<file path="config.mk">
export PLATFORM = sky130hd
export DESIGN_NAME = crs_ctrl
export DESIGN_NICKNAME = d
export VERILOG_FILES = /design/src/rtl/crs_pkg.sv /design/src/rtl/crs_ctrl.sv
export SDC_FILE = /design/constraint.sdc
export NUM_CORES = 1
export LEC_CHECK = 0
export BUFFER_PORTS_ARGS = -buffer_cell sky130_fd_sc_hd__buf_4
export CORE_AREA = 4 4 41 43
export CTS_CLUSTER_DIAMETER = 200
export DETAILED_ROUTE_END_ITERATION = 7
export DIE_AREA = 0 0 45 47
export PLACE_DENSITY = 0.7
export SETUP_SLACK_MARGIN = 0.1
export SYNTH_ARGS = -nofsm -noshare
export SYNTH_HDL_FRONTEND = slang
export SYNTH_SLANG_ARGS = --single-unit
</file>
<file path="constraint.sdc">
create_clock -name clk_i -period 1.85 [get_ports clk_i]
set_clock_uncertainty 0.15 [all_clocks]
set_input_delay 0.37 -clock clk_i [delete_from_list [all_inputs] [get_ports clk_i]]
set_output_delay 0.37 -clock clk_i [all_outputs]
set_load 0.05 [all_outputs]
</file>
<file path="src/rtl/crs_pkg.sv">
// shared types and constants of the spline evaluator
package crs_pkg;

  localparam int unsigned COORD_W  = 32;
  localparam int unsigned POS_W    = 17;
  localparam int unsigned REQ_W    = 2;
  localparam int unsigned STS_W    = 2;
  localparam int unsigned ACC_W    = 37;
  localparam int unsigned PROD_W   = ACC_W + POS_W + 1;
  localparam int unsigned NUM_AXES = 3;
  localparam int unsigned NUM_TAPS = 4;
  localparam int unsigned MIN_POINTS = 4;
  localparam int unsigned IN_DATA_W  = 120;
  localparam int unsigned OUT_DATA_W = NUM_AXES * COORD_W;

  localparam logic [POS_W-1:0] ONE_Q16 = 17'h10000;

  localparam logic [REQ_W-1:0] REQ_CLEAR  = 2'd0;
  localparam logic [REQ_W-1:0] REQ_APPEND = 2'd1;
  localparam logic [REQ_W-1:0] REQ_EVAL   = 2'd2;

  localparam logic [STS_W-1:0] STS_OK    = 2'd0;
  localparam logic [STS_W-1:0] STS_RANGE = 2'd1;
  localparam logic [STS_W-1:0] STS_FEW   = 2'd2;
  localparam logic [STS_W-1:0] STS_FULL  = 2'd3;

  localparam logic [1:0] STEP_C = 2'd0;
  localparam logic [1:0] STEP_B = 2'd1;
  localparam logic [1:0] STEP_A = 2'd2;

  typedef struct packed {
    logic       accept;
    logic       seg_mul;
    logic       seg_idx;
    logic       rd_en;
    logic [1:0] rd_sel;
    logic       coef;
    logic       mul;
    logic       add;
    logic [1:0] step;
    logic       fin;
  } dp_cmd_t;

  typedef struct packed {
    logic eval_go;
  } dp_sts_t;

endpackage

</file>
<file path="src/rtl/crs_ctrl.sv">
// sequencer of the spline evaluator: handshakes and evaluation steps
module crs_ctrl (
  input  logic             clk_i,
  input  logic             rst_ni,
  input  logic             s_axis_tvalid,
  output logic             s_axis_tready,
  output logic             m_axis_tvalid,
  input  logic             m_axis_tready,
  input  crs_pkg::dp_sts_t sts_i,
  output crs_pkg::dp_cmd_t cmd_o
);

  localparam logic [3:0] S_IDLE  = 4'd0;
  localparam logic [3:0] S_SEGM  = 4'd1;
  localparam logic [3:0] S_SEGI  = 4'd2;
  localparam logic [3:0] S_RD    = 4'd3;
  localparam logic [3:0] S_DRAIN = 4'd4;
  localparam logic [3:0] S_COEF  = 4'd5;
  localparam logic [3:0] S_MUL   = 4'd6;
  localparam logic [3:0] S_ADD   = 4'd7;
  localparam logic [3:0] S_FIN   = 4'd8;

  logic [3:0] state_q, state_d;
  logic [1:0] cnt_q, cnt_d;
  logic       out_vld_q, out_vld_d;
  logic       accept;

  assign s_axis_tready = (state_q == S_IDLE) && (!out_vld_q || m_axis_tready);
  assign accept        = s_axis_tvalid && s_axis_tready;
  assign m_axis_tvalid = out_vld_q;

  always_comb begin
    state_d = state_q;
    cnt_d   = cnt_q;
    cmd_o   = '0;
    cmd_o.accept = accept;
    cmd_o.rd_sel = cnt_q;
    cmd_o.step   = cnt_q;
    unique case (state_q)
      S_IDLE: begin
        if (accept && sts_i.eval_go) begin
          state_d = S_SEGM;
        end
      end
      S_SEGM: begin
        cmd_o.seg_mul = 1'b1;
        state_d = S_SEGI;
      end
      S_SEGI: begin
        cmd_o.seg_idx = 1'b1;
        cnt_d   = 2'd0;
        state_d = S_RD;
      end
      S_RD: begin
        cmd_o.rd_en = 1'b1;
        cnt_d = cnt_q + 2'd1;
        if (cnt_q == 2'd3) begin
          state_d = S_DRAIN;
        end
      end
      S_DRAIN: begin
        state_d = S_COEF;
      end
      S_COEF: begin
        cmd_o.coef = 1'b1;
        cnt_d   = crs_pkg::STEP_C;
        state_d = S_MUL;
      end
      S_MUL: begin
        cmd_o.mul = 1'b1;
        state_d = S_ADD;
      end
      S_ADD: begin
        cmd_o.add = 1'b1;
        cnt_d = cnt_q + 2'd1;
        state_d = (cnt_q == crs_pkg::STEP_A) ? S_FIN : S_MUL;
      end
      S_FIN: begin
        cmd_o.fin = 1'b1;
        state_d = S_IDLE;
      end
      default: state_d = S_IDLE;
    endcase
  end

  always_comb begin
    out_vld_d = out_vld_q;
    if (m_axis_tvalid && m_axis_tready) begin
      out_vld_d = 1'b0;
    end
    if ((accept && !sts_i.eval_go) || cmd_o.fin) begin
      out_vld_d = 1'b1;
    end
  end

  always_ff @(posedge clk_i or negedge rst_ni) begin
    if (!rst_ni) begin
      state_q   <= S_IDLE;
      cnt_q     <= '0;
      out_vld_q <= 1'b0;
    end else begin
      state_q   <= state_d;
      cnt_q     <= cnt_d;
      out_vld_q <= out_vld_d;
    end
  end

endmodule

</file>
Word level (Yosys, flattened, before mapping)
Cells that the tools add are included.
{"block": "op_classes", "mux": 14, "n_eq_ne": 12, "reduce_logical": 15, "n_lt_le_gt_ge": 0, "mul": 0, "n_bitwise": 0, "div_mod_pow": 0, "n_shift": 0, "addsub": 1}
{"operator": "4-bit case mux with 8 select lines", "count": 1}
{"operator": "4-bit by 3-bit == test with 1-bit output (second input constant)", "count": 4}
{"operator": "4-bit 2-to-1 mux", "count": 3}
{"operator": "1-bit 2-to-1 mux", "count": 9}
{"operator": "4-bit by 2-bit == test with 1-bit output (second input constant)", "count": 2}
{"operator": "1-bit logical AND", "count": 5}
{"operator": "2-bit == test (second input constant)", "count": 2}
{"operator": "4-bit by 1-bit == test with 1-bit output (second input constant)", "count": 1}
{"operator": "4-bit == test (second input constant)", "count": 1}
{"operator": "4-bit zero test", "count": 1}
{"operator": "2-bit case mux with 2 select lines", "count": 1}
{"operator": "2-bit nonzero test", "count": 2}
{"operator": "2-bit OR reduction", "count": 2}
{"operator": "2-bit by 1-bit adder with 2-bit output (second input constant)", "count": 1}
{"operator": "1-bit zero test", "count": 2}
{"operator": "1-bit logical OR", "count": 2}
{"operator": "2-bit by 1-bit inequality test with 1-bit output (second input constant)", "count": 1}
{"operator": "2-bit inequality test (second input constant)", "count": 1}
{"operator": "2-bit AND reduction", "count": 1}
{"block": "totals", "latch_bits": 0, "elab_cells": 45, "mem_bits_rw": 0, "mem_count": 0, "rom_bits": 0, "output_inout_bits": 14, "input_bits": 5, "ff_bits": 7}

Longest topological paths before layout
Gate-level depths: netlist (run 1).
{"block": "depth", "word_depth": 7, "depth_mapped": 5, "depth_no_buf": 5}

Least setup slack after synthesis (run 1)
Ideal clock, no wire load.
{"block": "synth_path", "kind": "reg-to-output", "from": "reg state_q[2]", "to": "out cmd_o[0] (netlist name)", "path_stages_with_launch": 3, "n_path_buf": 1, "required_time_ps": 1330, "slack_ps": -875, "arrival_time_ps": 2205, "path_cell_list": "dfrtp_1 > buf_6 > nor4b_1"}
{"element": "start, declared", "line_no": "crs_ctrl.sv:23", "text": "logic [3:0] state_q, state_d;"}
{"element": "start signal, assigned", "line_no": "crs_ctrl.sv:102", "text": "state_q <= state_d;"}
{"element": "end, declared", "line_no": "crs_ctrl.sv:10", "text": "output crs_pkg::dp_cmd_t cmd_o"}

==> results of run 1 <==
[power by group]
group / internal [uW] / switching [uW] / total [uW]
sequential: 214 / 90.3 / 305
clock: 82.3 / 55.9 / 138
combinational: 401 / 668 / 1070
total: 697 / 814 / 1510
[per-stage QoR]
stage	power (uW)	hold WS, ns
2_1_floorplan	1028	-0.07559
3_3_place_gp	1200	0.03787
3_5_place_dp	1207	0.03856
4_1_cts	1490	0.2702
5_1_grt	1606	0.2767
6_report	1512	0.2743
[worst register-to-register path: stages (launching register included)]
cell and delay [ns]:
sky130_fd_sc_hd__dfrtp_1 0.40, sky130_fd_sc_hd__buf_6 0.16, sky130_fd_sc_hd__buf_4 0.16, sky130_fd_sc_hd__nor2b_1 0.14
sky130_fd_sc_hd__o31ai_1 0.19, sky130_fd_sc_hd__o31ai_1 0.11
[cell families (layout without fill, tap and decap cells)]
family          count (synthesis)  count (layout)  synth area share [%]
fa+ha+maj                       2               2                 5.262
buf+inv                         9              33                 13.42
flops                           7               7                 36.84
compound gates                 11              11                 14.74
simple gates                   25              25                 29.74
[final cells by class]
class | count | area (sq um)
clock buffer | 4 | 26.28
inverter | 2 | 7.507
fill | 126 | 523.0
timing repair buffer | 27 | 239.0
tap | 15 | 18.77
sequential | 7 | 178.9
multi-input combinational | 38 | 307.8
[per-layer routing]
layer | share of wire, % | vias to the layer above
met5 | 0 | -
met4 | 0.53 | 0
met3 | 8.3 | 2
met2 | 49 | 14
met1 | 42 | 221
li1 | - | 236
[synth_stat cells, drive strengths merged]
cell type / number
nand2: 2
ha: 2
o31ai: 4
o21ai: 2
nand4b: 1
and2: 2
inv: 2
nor2: 6
and3b: 1
nor3: 6
o41ai: 1
nor4b: 1
a31oi: 1
buf: 7
dfrtp: 7
a21oi: 3
nor2b: 1
nand2b: 5
[repair_timing]
action,CTS,global route
setup buffers,5,0
resized for setup,14,3
setup endpoints to repair,9,9
pin swaps,2,2
hold buffers,1,0
endpoints found under the hold margin,7,0
[registers in the layout (all words and copies together), names as in the netlist]
signal	count
m_axis_tvalid	1
cnt_q	2
state_q	4
[worst max-delay path by stage]
stage / cells past startpoint / slack [ns] / to
after floorplan: 2 / -0.20 / cmd_o[0]
after global placement: 5 / 0.17 / cmd_o[11]
after detailed placement: 5 / 0.16 / cmd_o[11]
after CTS: 4 / 0.02 / cmd_o[11]
after global routing: 4 / -0.04 / cmd_o[11]
final: 4 / 0.03 / cmd_o[11]
==> results.json, run 1 <==
{
  "run_status": "complete, no violations",
  "post_route_cell_area_sq_um": 778.2,
  "pre_cts_slack_ns": 0.1571,
  "clock.fmax_mhz": 548.2,
  "critical_path_capture_point_type": "output pin",
  "route.detailed.drc": 0,
  "clk-insertion-delay-late_ns": 0.25,
  "ctsLongestPathBuffers": 2,
  "reg_to_reg_startpoint": "state_q[2]$_DFFE_PN0P_",
  "grt_pass1_vias": 449,
  "floorplan.initialDensity_pct": 36.54,
  "cp_slowest_cell": "sky130_fd_sc_hd__dfrtp_2",
  "worst_setup_hold_path_clk_slew_ns": 0.05,
  "design.final.nets": 86,
  "std_cell_rows": 13,
  "drt_iter0_drc": 6,
  "gr-usage-met2_pct": 19.21,
  "tightest_slew_ns": 0.2448,
  "routed-via-count": 473,
  "areaGrowthSynthToFinish_pct": 63.68,
  "grt_most_used_layer": "met2",
  "root_buffer": "sky130_fd_sc_hd__clkbuf_4",
  "synth_largest_area_cell": "sky130_fd_sc_hd__dfrtp_1",
  "most_frequent_cells_in_the_layout": "sky130_fd_sc_hd__buf_4 (18), sky130_fd_sc_hd__buf_6 (7), sky130_fd_sc_hd__o31ai_1 (4), sky130_fd_sc_hd__dfrtp_1 (4)",
  "grt_first_pass_wirelength_microns": 1849,
  "synth_seq_cells": 7,
  "critPathRequiredTime_ns": 1.33,
  "min-delay-start": "s_axis_tvalid",
  "tritoncts_num_sinks": 7,
  "globalRouteTotalUtil_pct": 12.03,
  "grt_max_degree": 11,
  "netlist-cell-type-count": 21,
  "worst_setup_path_startpoint": "state_q[1]$_DFFE_PN0P_",
  "antennaDiodeCount": 0,
  "post_synthesis_net_count": 61,
  "fp.dieArea_sq_mm": 0.002115,
  "crit_path_max_fanout": 6,
  "worstPathCellList": "nor3_2, and3b_2, and2_1, buf_6",
  "detail_route.vias_per_cell": 5.086,
  "dpl.cell_count": 83,
  "hold_end": "state_q[0]$_DFFE_PN0P_",
  "die_y_microns": 47,
  "initial_antenna_violation_count": 0,
  "global_route.overflow_total": 0,
  "final-hold-violation-count": 0,
  "antenna_left": 0,
  "critical_path_class": "register to output pin",
  "share_of_post_route_cells_with_drive_strength_above_1_pct": 57.69,
  "yosys-top-cells-area": "sky130_fd_sc_hd__dfrtp_1 (37%), sky130_fd_sc_hd__buf_4 (9.5%), sky130_fd_sc_hd__nand2b_1 (6.6%)",
  "rsz0062_at_grt": "true",
  "globalRouteMet1Util_pct": 14.92,
  "maxSlewHeadroom_pct": 83.46,
  "worst_hold_path_type": "primary input to register",
  "vdd.ir_drop.worst_mv": 1.103,
  "finalWorstSetupSlack_ns": 0.02575,
  "wirelength_microns": 1132,
  "worstReg2RegEnd": "cnt_q[1]$_DFFE_PN0P_",
  "cts_tree": "built",
  "synth_top_cell_area_share_pct": 36.84,
  "met3_usage_pct": 6.130,
  "synth-seq-area-share_pct": 36.84,
  "port_buffers": 18,
  "cp_top_family": "flip-flops",
  "finalWorstPathRequiredPeriod_ns": 1.824,
  "synth_area_sq_um": 475.5,
  "power.density_cell_area_mw_per_mm2": 1943,
  "critical_path_buf_inv_count": 1,
  "gp_congestion": 0.7284,
  "placeable_core_region_sq_mm": 0.001301,
  "clock_tree.htree_level_count": 1,
  "min_period_over_period_pct": 98.61,
  "layout_commonest_cell": "sky130_fd_sc_hd__buf_4",
  "setup-tns-final_ns": 0,
  "postPlaceCellArea_sq_um": 639.4,
  "leakagePower_uw": 0.0003523,
  "slowest_delay_ns": 0.46,
  "utilization_pct": 59.81,
  "arrival_ns": 1.30,
  "netlist_instances": 54,
  "slew_viol_final": 0,
  "synth_warnings": 0,
  "hpwlAfterDp_microns": 785.4,
  "post_syn_area_per_cell_sq_um": 8.805,
  "r2r_setup_slack_ns": 0.41,
  "avgRoutedWirePerCell_microns": 12.17,
  "cts_made_buffers": 3,
  "worst-r2r-cell-count": 5,
  "cap_viol_max_count": 0,
  "number_of_cells_in_the_finished_layout_apart_from_fillers": 93,
  "min_path_cells": 3,
  "setup_viol": 0,
  "timing.critical_path.from_type": "register",
  "io-pin-count": 19,
  "floorplan.die.width_microns": 45,
  "drt-pass1-iter-count": 2
}
(Power assumes the default switching activity.)
==> inputs of run 2 (changes only) <==
--- a/config.mk
+++ b/config.mk
@@ -6,11 +6,11 @@
 export NUM_CORES = 1
 export LEC_CHECK = 0
 export BUFFER_PORTS_ARGS = -buffer_cell sky130_fd_sc_hd__buf_4
-export CORE_AREA = 4 4 41 43
+export CORE_MARGIN = 4
+export CORE_UTILIZATION = 30
 export CTS_CLUSTER_DIAMETER = 200
 export DETAILED_ROUTE_END_ITERATION = 7
-export DIE_AREA = 0 0 45 47
-export PLACE_DENSITY = 0.7
+export PLACE_DENSITY = 0.62
 export SETUP_SLACK_MARGIN = 0.1
 export SYNTH_ARGS = -nofsm -noshare
 export SYNTH_HDL_FRONTEND = slang
==> run 2 against run 1 <==
Against the previous run: worst setup slack got worse by 0.016 ns; combinational power rose by 7%; sequential share of layout area fell by 1.2 points; global-route usage rose by 1.2 points.
==> results.json, run 2 (synthesis results as in run 1) <==
{
  "run_status": "complete, no violations",
  "layout_commonest_cell": "sky130_fd_sc_hd__buf_4",
  "cap_viol_max_count": 0,
  "die_y_microns": 47.81,
  "grt_pass1_vias": 469,
  "critical_path_capture_point_type": "output pin",
  "top_register": "state_q",
  "vdd.ir_drop.worst_mv": 1.007,
  "setup_viol": 0,
  "grt_max_degree": 9,
  "grt_first_pass_wirelength_microns": 2076,
  "initial_antenna_violation_count": 0,
  "setup-tns-final_ns": 0,
  "clock_tree.htree_level_count": 1,
  "avgRoutedWirePerCell_microns": 13.45,
  "route.detailed.drc": 0,
  "arrival_ns": 1.32,
  "antenna_left": 0,
  "detail_route.vias_per_cell": 5.032,
  "worstPathCellList": "nor3_2, and3b_2, and2_4, buf_8",
  "fp.dieArea_sq_mm": 0.002286,
  "worstReg2RegEnd": "cnt_q[0]$_DFFE_PN0P_",
  "finalWorstPathRequiredPeriod_ns": 1.841,
  "areaGrowthSynthToFinish_pct": 74.21,
  "ctsLongestPathBuffers": 2,
  "floorplan.initialDensity_pct": 31.56,
  "power.density_cell_area_mw_per_mm2": 1925,
  "wirelength_microns": 1278,
  "critPathRequiredTime_ns": 1.33,
  "critical_path_class": "register to output pin",
  "most_frequent_cells_in_the_layout": "sky130_fd_sc_hd__buf_4 (17), sky130_fd_sc_hd__buf_6 (8), sky130_fd_sc_hd__o31ai_1 (4), sky130_fd_sc_hd__dfrtp_2 (4)",
  "clk-insertion-delay-late_ns": 0.24,
  "share_of_post_route_cells_with_drive_strength_above_1_pct": 60.76,
  "timing.critical_path.from_type": "register",
  "drt_iter0_drc": 11,
  "floorplan.die.width_microns": 47.81,
  "tightest_slew_ns": 0.2638,
  "std_cell_rows": 14,
  "worst_setup_hold_path_clk_slew_ns": 0.05,
  "max_ffs_per_register": 4,
  "antennaDiodeCount": 0,
  "placeable_core_region_sq_mm": 0.001506,
  "final-hold-violation-count": 0,
  "cp-endpoint": "cmd_o[11]",
  "clock.fmax_mhz": 543.3,
  "leakagePower_uw": 0.0003668,
  "root_buffer": "sky130_fd_sc_hd__clkbuf_4",
  "slew_viol_final": 0,
  "routed-via-count": 478,
  "rsz0062_at_grt": "true",
  "globalRouteMet1Util_pct": 17.42,
  "worst_setup_path_startpoint": "state_q[1]$_DFFE_PN0P_",
  "utilization_pct": 54.98,
  "worst_hold_path_type": "primary input to register",
  "tritoncts_num_sinks": 7,
  "port_buffers": 18,
  "grt_most_used_layer": "met2",
  "gp_congestion": 0.7620,
  "hpwlAfterDp_microns": 803.9,
  "design.final.nets": 87,
  "min_period_over_period_pct": 99.50,
  "crit_path_max_fanout": 5,
  "gr-usage-met2_pct": 19.00,
  "reg_to_reg_startpoint": "state_q[2]$_DFFE_PN0P_",
  "io-pin-count": 19,
  "cts_tree": "built",
  "global_route.overflow_total": 0,
  "met3_usage_pct": 3.008,
  "drt-pass1-iter-count": 4,
  "slowest_delay_ns": 0.44,
  "globalRouteTotalUtil_pct": 13.25,
  "maxSlewHeadroom_pct": 82.19,
  "cp_slowest_cell": "sky130_fd_sc_hd__dfrtp_2",
  "cts_made_buffers": 3,
  "worst-r2r-cell-count": 5,
  "r2r_setup_slack_ns": 0.40
}
[run 2: cell count changes in the layout (fill, tap and decap cells not counted), sizes merged]
cell | before | now
buf | 26 | 27
[run 2: cell type report]
cell class / instances / area, sq um
Tap cell: 16 / 20.02
Timing Repair Buffer: 28 / 257.7
Fill cell: 135 / 678.2
Clock buffer: 4 / 26.28
Multi-Input combinational cell: 38 / 336.6
Inverter: 2 / 7.507
Sequential cell: 7 / 180.2
[run 2: worst min path at each step]
stage | startpoint | endpoint | slack (ns) | cells past startpoint
global placement | rst_ni | cnt_q[0]$_DFFE_PN0P_ | 0.04 | 1
floorplan | rst_ni | cnt_q[0]$_DFFE_PN0P_ | -0.08 | 0
CTS | s_axis_tvalid | state_q[0]$_DFFE_PN0P_ | 0.26 | 3
detailed placement | rst_ni | state_q[1]$_DFFE_PN0P_ | 0.04 | 1
finish | s_axis_tvalid | state_q[0]$_DFFE_PN0P_ | 0.28 | 3
global route | sts_i | state_q[0]$_DFFE_PN0P_ | 0.29 | 3
[run 2: power by group]
part | internal [uW] | total (uW) | leakage [uW] | switching, uW
Combinational | 443 | 1150 | 0.000271 | 705
Clock | 82.1 | 135 | 0.0000150 | 53.0
Sequential | 215 | 312 | 0.0000808 | 97.2
Total | 740 | 1590 | 0.000367 | 855
[run 2: worst max-delay path, delay by kind of cell, from the launching register on]
kind,cells,cell delay (ns)
buffers and inverters,1,0.13
flip-flops,1,0.44
AND/OR/NAND/NOR,3,0.50
[run 2: metal layers]
layer	vias to the layer above	routed length [microns]
met3	2	76
met2	15	644
met5	-	0
met1	221	534
met4	0	23
li1	240	-
[run 2: stage by stage]
step / power (uW) / hold slack, ns / setup slack, ns / instance area (sq um) / std cells
after floorplan: 1028 / -0.07559 / -0.1966 / 523.0 / 54
after global placement: 1203 / 0.03804 / 0.1399 / 640.6 / 84
after detailed placement: 1209 / 0.03828 / 0.1178 / 640.6 / 84
after CTS: 1477 / 0.2635 / 0.0003003 / 759.5 / 95
after global routing: 1713 / 0.2860 / -0.05375 / 828.3 / 95
final: 1595 / 0.2755 / 0.009280 / 828.3 / 95
[run 2: what timing repair did]
item                                    4_1_cts  5_1_grt
gates cloned                                  0        0
pin swaps                                     1        4
gates resized for setup                      11       16
hold endpoints to repair                      7        0
hold buffers                                  1        0
buffers inserted                              6        0
endpoints found under the setup margin        9        9
==> inputs of run 3 (changes only) <==
--- a/config.mk
+++ b/config.mk
@@ -6,11 +6,13 @@
 export NUM_CORES = 1
 export LEC_CHECK = 0
 export BUFFER_PORTS_ARGS = -buffer_cell sky130_fd_sc_hd__buf_4
+export CELL_PAD_IN_SITES_DETAIL_PLACEMENT = 1
+export CELL_PAD_IN_SITES_GLOBAL_PLACEMENT = 1
 export CORE_MARGIN = 4
-export CORE_UTILIZATION = 30
+export CORE_UTILIZATION = 29
 export CTS_CLUSTER_DIAMETER = 200
 export DETAILED_ROUTE_END_ITERATION = 7
-export PLACE_DENSITY = 0.62
+export PLACE_DENSITY = 0.79
 export SETUP_SLACK_MARGIN = 0.1
 export SYNTH_ARGS = -nofsm -noshare
 export SYNTH_HDL_FRONTEND = slang
==> constraint.sdc (replaced) <==
create_clock -name clk_i -period 1.53 [get_ports clk_i]
set_clock_uncertainty 0.15 [all_clocks]
set_input_delay 0.306 -clock clk_i [delete_from_list [all_inputs] [get_ports clk_i]]
set_output_delay 0.306 -clock clk_i [all_outputs]
set_load 0.05 [all_outputs]
==> run 3 against run 2 <==
Against the previous run: hold slack lost 0.026 ns; combinational power grew 70%; the flow now finishes with violations (setup timing); via count grew 19%; final area grew 26%; sequential power grew 22%; critical endpoint unchanged.
==> results.json, run 3 (synthesis results as in run 1) <==
{
  "fp.dieArea_sq_mm": 0.002351,
  "root_buffer": "sky130_fd_sc_hd__clkbuf_4",
  "antennaDiodeCount": 0,
  "global_route.overflow_total": 0,
  "min_path_cells": 3,
  "most_frequent_cells_in_the_layout": "sky130_fd_sc_hd__buf_4 (24), sky130_fd_sc_hd__buf_6 (10), sky130_fd_sc_hd__buf_8 (6), sky130_fd_sc_hd__dfrtp_2 (5), sky130_fd_sc_hd__nand2b_4 (4)",
  "io-pin-count": 19,
  "grt_first_pass_wirelength_microns": 2863,
  "critical_path_class": "register to output pin",
  "cts_made_buffers": 3,
  "critical_path_capture_point_type": "output pin",
  "crit_path_max_fanout": 4,
  "setup_viol": 9,
  "topRoutingLayerUsed": "met4",
  "min-delay-start": "s_axis_tvalid",
  "gp_congestion": 0.7432,
  "clock.fmax_mhz": 545.8,
  "worst_hold_path_type": "primary input to register",
  "clock_tree.htree_level_count": 1,
  "top_register": "state_q",
  "areaGrowthSynthToFinish_pct": 120.3,
  "finalWorstPathRequiredPeriod_ns": 1.832,
  "vdd.ir_drop.worst_mv": 1.635,
  "finalWorstSetupSlack_ns": -0.3020,
  "rsz0062_at_grt": "true",
  "design.final.nets": 101,
  "worstPathCellList": "nor3_2, and3b_2, and2_4, buf_8",
  "grt_max_degree": 10,
  "violations_in_the_final_reports": "setup timing",
  "wl_met3_microns": 80,
  "run_status": "finished, violations left",
  "initial_antenna_violation_count": 0,
  "worstReg2RegEnd": "cnt_q[0]$_DFFE_PN0P_",
  "die_y_microns": 48.49,
  "wirelength_microns": 2033,
  "cp_top_family": "simple AND/OR/NAND/NOR gates",
  "route.detailed.drc": 0,
  "drt-pass1-iter-count": 2,
  "routed-via-count": 570,
  "utilization_pct": 68.72,
  "clk-insertion-delay-late_ns": 0.26,
  "total_power_uw": 2516,
  "layout_commonest_cell": "sky130_fd_sc_hd__buf_4",
  "worst-r2r-cell-count": 5,
  "r2r_setup_slack_ns": 0.09,
  "globalRouteTotalUtil_pct": 15.70,
  "wl_met1_microns": 897,
  "cts_tree": "built",
  "hpwlAfterDp_microns": 1031,
  "min_period_over_period_pct": 119.7,
  "tritoncts_num_sinks": 7,
  "share_of_post_route_cells_with_drive_strength_above_1_pct": 76.34,
  "floorplan.die.width_microns": 48.49,
  "worst_setup_hold_path_clk_slew_ns": 0.06,
  "reg_to_reg_startpoint": "state_q[2]$_DFFE_PN0P_",
  "critical_path_buf_inv_count": 1,
  "port_buffers": 18,
  "cp_slowest_cell": "sky130_fd_sc_hd__dfrtp_2",
  "avgRoutedWirePerCell_microns": 18.65,
  "hold_end": "state_q[0]$_DFFE_PN0P_",
  "slew_viol_final": 0,
  "leakagePower_uw": 0.0004670,
  "maxSlewHeadroom_pct": 82.22,
  "grt_pass1_vias": 598,
  "arrival_ns": 1.38,
  "critPathRequiredTime_ns": 1.07,
  "detail_route.vias_per_cell": 5.229,
  "cap_viol_max_count": 0,
  "placeable_core_region_sq_mm": 0.001524,
  "postPlaceCellArea_sq_um": 750.7,
  "final-hold-violation-count": 0,
  "fin_hold_ws_ns": 0.2493,
  "met2RoutedLength_microns": 1011,
  "std_cell_rows": 14,
  "floorplan.initialDensity_pct": 31.20,
  "tightest_slew_ns": 0.2632,
  "antenna_left": 0,
  "post_route_cell_area_sq_mm": 0.001047,
  "drt_iter0_drc": 2,
  "max_ffs_per_register": 4,
  "pre_cts_slack_ns": -0.07523,
  "timing.critical_path.from_type": "register",
  "ctsLongestPathBuffers": 2,
  "power.density_cell_area_mw_per_mm2": 2402,
  "slowest_delay_ns": 0.44
}
==> run 3: report_power, final <==
part	total [uW]	internal (uW)	switching [uW]
logic	1950	875	1080
registers	380	264	116
clock network	183	101	82.9
total	2520	1240	1280
==> run 3: per-stage QoR <==
stage,setup TNS (ns),instances
6_report,-2.029,109
5_1_grt,-2.558,109
4_1_cts,-2.171,102
3_5_place_dp,-0.07661,92
3_3_place_gp,-0.05196,92
2_1_floorplan,-0.6891,54
==> run 3: final cells by class <==
cell class,instances,area [sq um]
fill,152,476.7
timing repair buffer,42,412.9
multi-input combinational,38,399.1
sequential,7,181.4
clock buffer,4,26.28
tap,16,20.02
inverter,2,7.507
==> run 3: worst max-delay path by stage <==
| stage | slack (ns) | depth (start not counted) | from | to |
|---|---|---|---|---|
| 3_3_place_gp | -0.05 | 4 | state_q[3]$_DFFE_PN0P_ | cmd_o[11] |
| 4_1_cts | -0.28 | 4 | state_q[2]$_DFFE_PN0P_ | cmd_o[11] |
| 5_1_grt | -0.36 | 4 | state_q[1]$_DFFE_PN0P_ | cmd_o[11] |
| 6_report | -0.30 | 4 | state_q[1]$_DFFE_PN0P_ | cmd_o[11] |
| 3_5_place_dp | -0.08 | 4 | state_q[2]$_DFFE_PN0P_ | cmd_o[11] |
| 2_1_floorplan | -0.24 | 4 | m_axis_tvalid$_DFFE_PN0P_ | cmd_o[11] |
==> run 3: what timing repair did <==
action | CTS | global route
gates resized for setup | 15 | 27
endpoints found under the hold margin | 7 | 0
hold buffers | 1 | 0
setup endpoints to repair | 9 | 13
pin swaps | 4 | 12
buffers inserted | 5 | 7
==> run 3: metal layers <==
layer	track usage, %	vias up
met5	0	-
met4	11.21	0
met3	2.147	4
met1	16.67	282
li1	-	267
met2	27.83	17
==> run 3: worst min-delay path: cells and delay by family <==
family                 cells  cell delay, ns
buffers and inverters      1            0.12
AO/OA/AOI/OAI              1            0.09
AND/OR/NAND/NOR            1            0.11
